`src/sv/normalized_edge_entropy_macros.svh`:
```
// Assertion macros for the normalized edge entropy block.
// Used by the top level; expects signals named clock and reset in scope.
`ifndef NORMALIZED_EDGE_ENTROPY_MACROS_SVH
`define NORMALIZED_EDGE_ENTROPY_MACROS_SVH

// Checks that the consequent holds in the same cycle as the antecedent.
`define NEE_ASSERT_NOW(lbl, ante, cons, msg) \
   lbl: assert property (@(posedge clock) disable iff (reset) (ante) |-> (cons)) \
      else $error(msg);

// Checks that the consequent holds in the cycle after the antecedent.
`define NEE_ASSERT_NEXT(lbl, ante, cons, msg) \
   lbl: assert property (@(posedge clock) disable iff (reset) (ante) |=> (cons)) \
      else $error(msg);

`endif

```
`src/sv/nee_pkg.sv`:
```
// Package for the normalized edge entropy block.
// Holds fixed widths, command and status types, and the controller states.
package nee_pkg;

   localparam int TOT_W    = 42;
   localparam int ACC_W    = 40;
   localparam int LOG_FRAC = 24;
   localparam int LG_INT_W = 6;
   localparam int LG_W     = LG_INT_W + LOG_FRAC;
   localparam int PROD_W   = 32 + LG_W;
   localparam int DIV_W    = 64;

   typedef enum logic [1:0] {
      LOG_TOTAL,
      LOG_TALLY,
      LOG_WEIGHT
   } log_sel_type;

   typedef enum logic {
      DIV_EDGE,
      DIV_FINAL
   } div_sel_type;

   typedef enum logic [3:0] {
      ST_LOAD,
      ST_CHECK,
      ST_LGS,
      ST_LGS_W,
      ST_LGN,
      ST_LGN_W,
      ST_RD,
      ST_RD_W,
      ST_LGW_W,
      ST_MUL,
      ST_DIV,
      ST_DIV_W,
      ST_NEXT,
      ST_FIN,
      ST_FIN_W,
      ST_OUT
   } state_type;

   typedef struct packed {
      logic        load;
      logic        log_start;
      log_sel_type log_sel;
      logic        ls_save;
      logic        ln_save;
      logic        idx_clr;
      logic        idx_inc;
      logic        rd_en;
      logic        mul_en;
      logic        div_start;
      div_sel_type div_sel;
      logic        acc_add;
      logic        out_load;
      logic        clear;
   } cmd_type;

   typedef struct packed {
      logic degen;
      logic log_done;
      logic div_done;
      logic w_zero;
      logic idx_last;
      logic out_free;
   } stat_type;

endpackage

```
`src/sv/nee_ctrl.sv`:
```
// Controller state machine that sequences loading, the per-edge pass and the result.
// Depends on nee_pkg.
module nee_ctrl (
   input  logic              clock,
   input  logic              reset,
   input  logic              req_valid,
   input  logic              req_last_edge,
   output logic              req_ready,
   input  nee_pkg::stat_type stat,
   output nee_pkg::cmd_type  cmd
);
   import nee_pkg::*;

   state_type state_ff, state_in;

   always_comb begin
      state_in = state_ff;
      case (state_ff)
         ST_LOAD: begin
            if (req_valid && req_last_edge) state_in = ST_CHECK;
         end
         ST_CHECK: state_in = stat.degen ? ST_OUT : ST_LGS;
         ST_LGS:   state_in = ST_LGS_W;
         ST_LGS_W: begin
            if (stat.log_done) state_in = ST_LGN;
         end
         ST_LGN:   state_in = ST_LGN_W;
         ST_LGN_W: begin
            if (stat.log_done) state_in = ST_RD;
         end
         ST_RD:    state_in = ST_RD_W;
         ST_RD_W:  state_in = stat.w_zero ? ST_NEXT : ST_LGW_W;
         ST_LGW_W: begin
            if (stat.log_done) state_in = ST_MUL;
         end
         ST_MUL:   state_in = ST_DIV;
         ST_DIV:   state_in = ST_DIV_W;
         ST_DIV_W: begin
            if (stat.div_done) state_in = ST_NEXT;
         end
         ST_NEXT:  state_in = stat.idx_last ? ST_FIN : ST_RD;
         ST_FIN:   state_in = ST_FIN_W;
         ST_FIN_W: begin
            if (stat.div_done) state_in = ST_OUT;
         end
         ST_OUT: begin
            if (stat.out_free) state_in = ST_LOAD;
         end
         default:  state_in = ST_LOAD;
      endcase
   end

   always_comb begin
      cmd         = '0;
      cmd.log_sel = LOG_TOTAL;
      cmd.div_sel = DIV_EDGE;
      req_ready   = 1'b0;
      case (state_ff)
         ST_LOAD: begin
            req_ready = 1'b1;
            cmd.load  = req_valid;
         end
         ST_LGS: begin
            cmd.log_start = 1'b1;
            cmd.log_sel   = LOG_TOTAL;
         end
         ST_LGS_W: cmd.ls_save = stat.log_done;
         ST_LGN: begin
            cmd.log_start = 1'b1;
            cmd.log_sel   = LOG_TALLY;
         end
         ST_LGN_W: begin
            cmd.ln_save = stat.log_done;
            cmd.idx_clr = 1'b1;
         end
         ST_RD:    cmd.rd_en = 1'b1;
         ST_RD_W: begin
            cmd.log_start = !stat.w_zero;
            cmd.log_sel   = LOG_WEIGHT;
         end
         ST_MUL:   cmd.mul_en = 1'b1;
         ST_DIV:   cmd.div_start = 1'b1;
         ST_DIV_W: cmd.acc_add = stat.div_done;
         ST_NEXT:  cmd.idx_inc = !stat.idx_last;
         ST_FIN: begin
            cmd.div_start = 1'b1;
            cmd.div_sel   = DIV_FINAL;
         end
         ST_FIN_W: cmd.div_sel = DIV_FINAL;
         ST_OUT: begin
            cmd.out_load = stat.out_free;
            cmd.clear    = stat.out_free;
         end
         default: cmd = '0;
      endcase
   end

   always_ff @(posedge clock) begin
      if (reset) begin
         state_ff <= ST_LOAD;
      end else begin
         state_ff <= state_in;
      end
   end

endmodule

```
`config.mk`:
```
export PLATFORM = sky130hd
export DESIGN_NAME = nee_ctrl
export DESIGN_NICKNAME = d
export VERILOG_FILES = /design/src/sv/normalized_edge_entropy_macros.svh /design/src/sv/nee_pkg.sv /design/src/sv/nee_ctrl.sv
export SDC_FILE = /design/constraint.sdc
export NUM_CORES = 1
export LEC_CHECK = 0
export BUFFER_PORTS_ARGS = -buffer_cell sky130_fd_sc_hd__buf_2
export CAP_MARGIN = 20
export CELL_PAD_IN_SITES_DETAIL_PLACEMENT = 1
export CELL_PAD_IN_SITES_GLOBAL_PLACEMENT = 2
export CORE_MARGIN = 2
export CORE_UTILIZATION = 20
export DETAILED_ROUTE_END_ITERATION = 7
export GPL_TIMING_DRIVEN = 0
export PLACE_DENSITY = 0.7
export SKIP_CTS_REPAIR_TIMING = 1
export SYNTH_ARGS = -nofsm -noshare
export SYNTH_HDL_FRONTEND = slang
export SYNTH_SLANG_ARGS = --single-unit
```
`constraint.sdc`:
```
create_clock -name clock -period 1.5 [get_ports clock]
set_input_delay 0.15 -clock clock [delete_from_list [all_inputs] [get_ports clock]]
set_output_delay 0.15 -clock clock [all_outputs]
set_load 0.005 [all_outputs]
```
**Word-level counts from Yosys, hierarchy flattened**

Cells that the tools add are included.

- Bits in registers: 4

- Eq/ne operators: 22
- Reductions and logical operators: 7
- Mux-type cells: 23

Operators by type and width:

| cell | number |
|---|---|
| case mux 4 bit (16 select lines) | 1 |
| two-way mux 4 bit | 9 |
| equality test 4 bit (second input constant) | 8 |
| equality test 4 x 3 -> 1 bit (second input constant) | 4 |
| != test 2 bit (second input constant) | 7 |
| two-way mux 1 bit | 9 |
| case mux 3 bit (3 select lines) | 1 |
| equality test 4 x 2 -> 1 bit (second input constant) | 2 |
| AND reduction 7 bit | 1 |
| equality test 4 x 1 -> 1 bit (second input constant) | 1 |
| logical NOT 4 bit | 1 |
| two-way mux 2 bit | 2 |
| OR reduction 2 bit | 2 |
| two-way mux 3 bit | 1 |
| logical NOT 1 bit | 2 |
| logical AND 1 bit | 1 |

**Logic depth before layout (Yosys ltp)**

Gate-level depths: netlist of run 1.

- Depth after elaboration: 3
- Gate-level depth with buffers: 6
- Gate-level depth less buffers: 4

**Least setup slack after synthesis of run 1**

OpenSTA, ideal clock, no wires.

- Path kind: register -> register
- Start point: register state_ff[3]
- End point: register state_ff[0]
- Cell stages (with the launch flop): 6
- Arrival time: 1.472 ns
- Path slack: -0.096 ns
- Path buffers: 1
- Setup time: 0.123 ns
- Cell sequence: dfxtp_1 buf_4 or4b_4 a31oi_4 a211oi_2 mux2_1

- Longest elaborated chain between the ends: 3
- Elaborated cells between the ends (all ways): 25
- Those cells by class: eq/ne: 22; mux: 1; reduce/logical: 2

RTL lines:

| what | line | source |
|---|---|---|
| start, declared | nee_ctrl.sv:14 | `state_type state_ff, state_in;` |
| start signal, assigned | nee_ctrl.sv:102 | `state_ff <= state_in;` |
| equality test 4 bit, or another cell as far along | nee_ctrl.sv:18 | `case (state_ff)` |
| != test 2 bit (no line) | - |  |
| AND reduction 7 bit (no line) | - |  |

Several ways; a longest one is shown, not always the timed one.
A chain may end at the register's enable or synchronous reset.

**Worst setup path in the final report of run 1**

- Start point: register state_ff[2]
- End point: register state_ff[0]

Same word-level chain as after synthesis.

==> summary.txt, run 1 <==
STA
  – Hold Fails Final Rpt: 0
  – Post-layout min period: 1.62 ns
  – Clock Skews: between 0.003 and 0.004 ns
  – Setup violations, final: 5
  – PnR worst setup slack: -0.120 ns
  – Worst Tran Pin Value: roughly 0.34 ns
  – RSZ-0062 raised after global routing: true
  – Pins Over Slew Limit: 0
  – Worst Hold Slack: 0.145 ns
  – Max Clk Rate: a little over 0.6 GHz
  – Final Cycle Share: 108%
  – Slew margin rel.: between 70% and 80%

Die
  – # IOs: 26
  – Core Rows: 18
  – Die height: roughly 56 um
  – DIE AREA: roughly 3000 um2
  – Core ar.: roughly 2500 um2
  – Initial core utilization: 21.3%
  – DIE WIDTH: ~56 um

Cells and area
  – Largest regs: state_ff: 4 flops
  – Ant diodes: 0
  – Fin nets: between 100 and 150
  – Synthesis-to-layout area growth: 73.6%
  – Max reg flops: 4
  – Final instance area: about 920 um2
  – Largest Register: state_ff
  – Layout cell share with drive strength beyond 1: 55.9%

Power and ir drop
  – Net Sw Power: between 0.6 and 0.7 mW
  – Sequential share of power: ~15%
  – Logic pwr share: approximately three quarters
  – Clk network pwr share: approximately 8.7%
  – P_leak: 0.420 nW
  – Power Density: between 1500 and 2000 nW/um2
  – P_int: about 0.91 mW
  – Tot Pwr: approximately 1.6 mW
  – VDD IR max: a little under 0.7 mV
  – Sw Ratio: between 40% and 50%

Global route
  – GRT Overall Usage: roughly 11%
  – Vias in the first global route: 599
  – Initial antenna violation count: 0
  – Largest net degree at the start of global routing: 11
  – First-pass GRT wire length: 2.70 mm
  – Overflow after GRT: 0

Clock network
  – Num CTS Buffers: 3
  – Clock buffer depth: 2
  – Clock Root Buffer: clkbuf_4
  – Skew-Pair Late Insertion Delay: between 0.2 and 0.25 ns
  – # H-tree levels: 1
  – CTS tree: done
  – Clock slew at reported path FFs: 0.04 ns
  – Clock sinks: 4

Synth
  – Post-Synthesis Cells: 74
  – Sequential area share after synthesis: 15.1%
  – Syn_area_per_cell: a little over 7 um2
  – Synth Register Bits: 4
  – Post-Syn Area: 532 um2
  – Synth warn: 0
  – Synth unique cells: 31
  – Mapped Nets: 84

Placed design
  – Final HPWL DP: around 1.2 mm
  – Dpl cell area: approximately 700 um2
  – Routability congestion estimate: about 0.74
  – PortBufs: 25

Critical path
  – CP Max Fanout: 7
  – WP data arrival: between 1.5 and 2 ns
  – Kind of end point of the critical path: flip-flop
  – CP Data Required Time: around 1.6 ns
  – CP startpoint kind: flip-flop
  – Crit Path Class: flip-flop to flip-flop

Status
  – Outcome: finished, violations left
  – Failing checks: setup timing

Detailed routing
  – DR WL/cell: roughly 13 um
  – DR iter-0 viols: 3
  – DRC violations left: 0
  – Final antenna-violating net count: 0
  – Vias/cell: about 4.7
  – Drt pass-1 iters: 4
  – Vias: 665
  – Final WL: around 1.9 mm

Hold path
  – Hold Path Class: primary input to flip-flop

Run
  – Max-cap violations: 0
path summary, 6_finish.rpt:
check,cells past startpoint,start,slack (ns),end
setup reg to reg,4,state_ff[2],-0.12,state_ff[0]
hold / removal,2,reset,0.14,state_ff[1]
hold reg to reg,2,state_ff[2],0.69,state_ff[3]
setup / recovery,4,state_ff[2],-0.12,state_ff[0]
power groups by stage:
stage / logic (mW) / clock network [mW] / registers, mW
after floorplan: 0.587 / 0 / 0.194
after global placement: 0.794 / 0 / 0.210
after detailed placement: 0.795 / 0 / 0.211
after CTS: 0.799 / 0.140 / 0.210
after global routing: 1.32 / 0.156 / 0.243
final: 1.21 / 0.138 / 0.233
cell families (layout without fill, tap and decap cells):
logic type,after synthesis,count (layout),share of synthesized area [%]
simple gates,40,40,43.1
compound gates,16,16,24.9
buf+inv,10,47,8.94
flops,4,4,15.1
mux,3,3,6.35
xor+xnor,1,1,1.65
critical path, cell delays in order (launching register included):
cell	delay, ns
dfxtp_4	0.36
or4b_4	0.55
a31oi_4	0.20
a211oi_4	0.09
mux2_4	0.31
routing by layer:
metal / track usage (%) / wire [um] / up-vias
met5: 0 / 0 / -
met4: 6.27 / 41 / 0
li1: - / - / 336
met3: 3.75 / 116 / 5
met1: 12.4 / 780 / 302
met2: 18.0 / 924 / 22
cell usage after synthesis:
cell type,instances,area (um2)
nor4_2,1,12.5
a21oi_1,2,10.0
clkbuf_1,3,11.3
nand4bb_1,2,22.5
or4b_4,1,13.8
nor3_1,1,5.00
nor2_1,11,41.3
nor3b_1,1,7.51
a311oi_1,2,17.5
o21ba_2,2,20.0
o32ai_1,1,8.76
o31ai_1,1,7.51
mux2_1,3,33.8
and2_1,2,12.5
a211oi_2,1,12.5
xnor2_1,1,8.76
o21bai_1,1,7.51
o21ai_0,4,20.0
a211oi_1,1,7.51
nor4_1,1,6.26
buf_4,2,15.0
nand3_1,5,25.0
nand2_1,6,22.5
buf_1,1,3.75
nand2b_1,4,25.0
dfxtp_1,4,80.1
inv_1,2,7.51
a31oi_4,1,21.3
nor2b_1,4,25.0
buf_2,2,10.0
or4b_1,1,10.0
metrics by stage:
step	cells	setup slack [ns]	util, %	TNS, ns
2_1_floorplan	74	-0.0656	-	-0.129
4_1_cts	132	-0.489	29.0	-4.26
6_report	141	-0.120	36.9	-0.394
3_5_place_dp	129	-0.221	28.1	-1.41
5_1_grt	141	-0.162	36.9	-1.00
3_3_place_gp	129	-0.192	28.1	-1.37
placed cells by master (no fill, tap or decap), drive strengths merged, types with 3 or more instances in the layout:
master and count:
o21ai 4, nand2b 4, nand2 6, clkbuf 3
nor2b 4, buf 42, mux2 3, nor2 11
dfxtp 4, nand3 5
cell type report:
class                   instances  area, um2
flip-flops and latches          4       88.8
inverters                       2       7.51
repair buffers                 34        196
plain buffers                   8       86.3
clock buffers                   3       22.5
fillers                       312       1580
multi-input cells              60        484
well taps                      30       37.5
Power figures use the tool's default switching activity.
==> inputs of run 2 (changes only) <==
- ABC_AREA: not set -> 1
- CORE_UTILIZATION: 20 -> 17
- PLACE_DENSITY: 0.7 -> 0.69
==> run 2 against run 1 <==
The run now ends clean. Register-to-register slack improved by 0.22 ns. Worst hold slack better by 0.047 ns. Sequential power about the same. Critical path depth is 3 higher. Wire length shrank 13%. Clock power about the same. Global-route usage decreased by 0.84 points.
==> summary.txt, run 2 <==
Die
  – DIE WIDTH: 58.5 um (+5.3%)
  – Core ar.: 2780 um2 (+11%)
  – Core Rows: 19 (+1)
  – DIE AREA: 3430 um2 (+11%)
  – Die height: 58.5 um (+5.3%)
  – Initial core utilization: 18.2% (-3.1 points)
  – # IOs: 26 (unchanged)

Cells and area
  – Final instance area: 714 um2 (-23%)
  – Ant diodes: 0 (unchanged)
  – Fin nets: 137 (+11%)
  – Fill cells: 381 (+22%)
  – Largest regs: state_ff: 4 flops
  – Commonest cells after routing, fill and taps aside: buf_2 (25), nand2_1 (22), nor2_1 (18), inv_1 (17), nand3_1 (7)
  – Non-Filler Instances: 156 (+11%)
  – Final Util: 25.7% (-11 points)
  – Layout cell share with drive strength beyond 1: 40.0% (-16 points)
  – Most common cell after layout, fill and taps aside: buf_2
  – Largest Register: state_ff
  – Synthesis-to-layout area growth: 41.3%
  – Max reg flops: 4 (unchanged)

Clock network
  – Clock Root Buffer: clkbuf_4
  – Num CTS Buffers: 3 (unchanged)
  – # H-tree levels: 1 (unchanged)
  – Clock slew at reported path FFs: 0.04 ns (about the same)
  – Clock buffer depth: 2 (unchanged)
  – Clock sinks: 4 (unchanged)
  – CTS tree: done
  – Skew-Pair Late Insertion Delay: 0.23 ns (about the same)

Detailed routing
  – DR WL/cell: 10.4 um (-21%)
  – DR iter-0 viols: 17 (+14)
  – DRC violations left: 0 (unchanged)
  – Vias/cell: 4.20 (-11%)
  – Final WL: 1.62 mm (-13%)
  – Drt pass-1 iters: 3 (-1)
  – Vias: 655 (-1.5%)
  – Final antenna-violating net count: 0 (unchanged)

Synth
  – Post-Synthesis Cells: 97 (+31%)
  – Top cell type's share of synthesized area: 16.3% (+1.3 points)
  – Synth area leader: nand2_1
  – EDFF count, synth: 0 (unchanged)
  – Fraction of registers with async set/reset: 0% (unchanged)
  – Synth warn: 0 (unchanged)
  – Top post-synthesis cells by area: nand2_1 (16%), dfxtp_1 (16%), nor2_1 (15%)
  – Sequential area share after synthesis: 15.8% (+0.78 points)
  – Synth Register Bits: 4 (unchanged)
  – Most common cell in the netlist: nand2_1
  – Synth unique cells: 17 (-45%)
  – Mapped Nets: 107 (+27%)
  – Ys flop type: dfxtp_1
  – Top post-synthesis cells by count: nand2_1 (22), nor2_1 (20), inv_1 (17)
  – Post-Syn Area: 505 um2 (-4.9%)
  – Syn_area_per_cell: 5.21 um2 (-27%)

Power and ir drop
  – P_int: 0.588 mW (-35%)
  – Sw Ratio: 54.2% (+12 points)
  – Sequential share of power: 18.2% (+3.5 points)
  – Clk network pwr share: 10.5% (+1.8 points)
  – P_leak: 0.446 nW (+6.2%)
  – Net Sw Power: 0.695 mW (+2.9%)
  – Logic pwr share: 71.3% (-5.3 points)
  – VDD IR max: 0.860 mV (+27%)
  – Tot Pwr: 1.28 mW (-19%)
  – Power Density: 1800 nW/um2 (+4.6%)

Placed design
  – Placed insts: 153 (+19%)
  – Dpl cell area: 669 um2 (-4.6%)
  – Routability congestion estimate: 0.746 (+1.2%)
  – PortBufs: 25 (unchanged)
  – Final HPWL DP: 1.36 mm (+12%)
  – Place WS: 0.0612 ns (+0.282 ns)

Critical path
  – Reg2reg setup slack: 0.10 ns (+0.22 ns)
  – CP Max Fanout: 6 (-1)
  – Worst R2R End: state_ff[3]
  – CP Data Required Time: 1.35 ns (-0.28 ns)
  – Reg2reg start: state_ff[2]
  – CP max-delay cell: dfxtp_2
  – Most used cell, CP: inv_1
  – Worst-case reg-to-reg path depth: 8 (+4)
  – WP data arrival: 1.31 ns (-0.44 ns)
  – Kind of end point of the critical path: output pin
  – Max incr delay on CP: 0.37 ns (-0.18 ns)
  – CP startpoint kind: flip-flop
  – Crit path cell chain: inv_1 -> nor2_2 -> inv_1 -> nor3_2 -> a21oi_1 -> o21ai_0 -> buf_2
  – Crit Path Class: flip-flop to output pin

STA
  – Worst Hold Slack: 0.191 ns (+0.0465 ns)
  – Worst Tran Pin Value: 0.407 ns (+0.0712 ns)
  – Setup violations, final: 0 (-5)
  – Final TNS setup: 0 ns (+0.394 ns)
  – Slew margin rel.: 72.8% (-4.8 points)
  – Final Cycle Share: 97.5% (-10 points)
  – PnR worst setup slack: 0.0375 ns (+0.157 ns)
  – Post-layout min period: 1.46 ns (-0.157 ns)
  – Pins Over Slew Limit: 0 (unchanged)
  – Hold Fails Final Rpt: 0 (unchanged)
  – Clock Skews: 0.00147 ns (-0.00184 ns)
  – RSZ-0062 raised after global routing: true
  – Max Clk Rate: 0.684 GHz (+11%)

Hold path
  – Hold Path Class: primary input to flip-flop
  – Worst Hold End: state_ff[2]
  – Number of cells on the worst hold path: 4 (+2)
  – Worst hold path startpoint: reset

Run
  – Max-cap violations: 0 (unchanged)

Global route
  – Initial antenna violation count: 0 (unchanged)
  – Overflow after GRT: 0 (unchanged)
  – Largest net degree at the start of global routing: 9 (-2)
  – First-pass GRT wire length: 2.69 mm (-0.22%)
  – GRT Overall Usage: 10.2% (-0.84 points)
  – Vias in the first global route: 620 (+3.5%)

Status
  – Outcome: finished, final reports clean
==> run 2: cell count changes after synthesis, sizes merged, moves of 4 or more <==
cell	change
nand2	+21
nor2b	-4
nor2	+15
inv	+17
nand2b	-4
==> run 2: worst max path at each step <==
stage                      startpoint  depth (start not counted)     endpoint
after floorplan           state_ff[2]                          6      cmd[13]
after global placement    state_ff[2]                          8  state_ff[0]
after detailed placement  state_ff[2]                          8  state_ff[0]
after CTS                 state_ff[2]                          7      cmd[13]
after global routing      state_ff[2]                          4      cmd[10]
final                     state_ff[2]                          7      cmd[13]
==> run 2: per-layer routing <==
layer	global-route usage, %	vias up	wire [um]
met2	16.4	13	755
li1	-	350	-
met1	13.5	292	792
met5	0	-	0
met3	3.08	0	71
met4	1.99	0	0
==> run 2: cell type report <==
type	instances	area, um2	area share [%]
plain buffers	2	18.8	2.63
clock buffers	3	22.5	3.15
inverters	19	71.3	9.98
multi-input cells	72	355	49.7
flip-flops and latches	4	82.6	11.6
well taps	31	38.8	5.43
repair buffers	25	125	17.5
==> run 2: power by group through the flow <==
stage          registers (mW)  logic [mW]  clock network (mW)
2_1_floorplan           0.209       0.655                   0
3_3_place_gp            0.223       0.899                   0
3_5_place_dp            0.225       0.901                   0
4_1_cts                 0.223       0.906               0.144
5_1_grt                 0.243        1.04               0.151
6_report                0.234       0.915               0.135
==> run 2: logic make-up after synthesis <==
logic type             share of synthesized area [%]
DFF                                             15.8
AOI/OAI and AO/OA                               7.18
and+or+nand+nor                                 59.2
buffers and inverters                           17.8
==> run 2: critical path, delay by kind of cell (launching register included) <==
family	cells	cell delay, ns
DFF	1	0.37
AOI/OAI and AO/OA	2	0.15
buffers and inverters	3	0.30
and+or+nand+nor	2	0.27
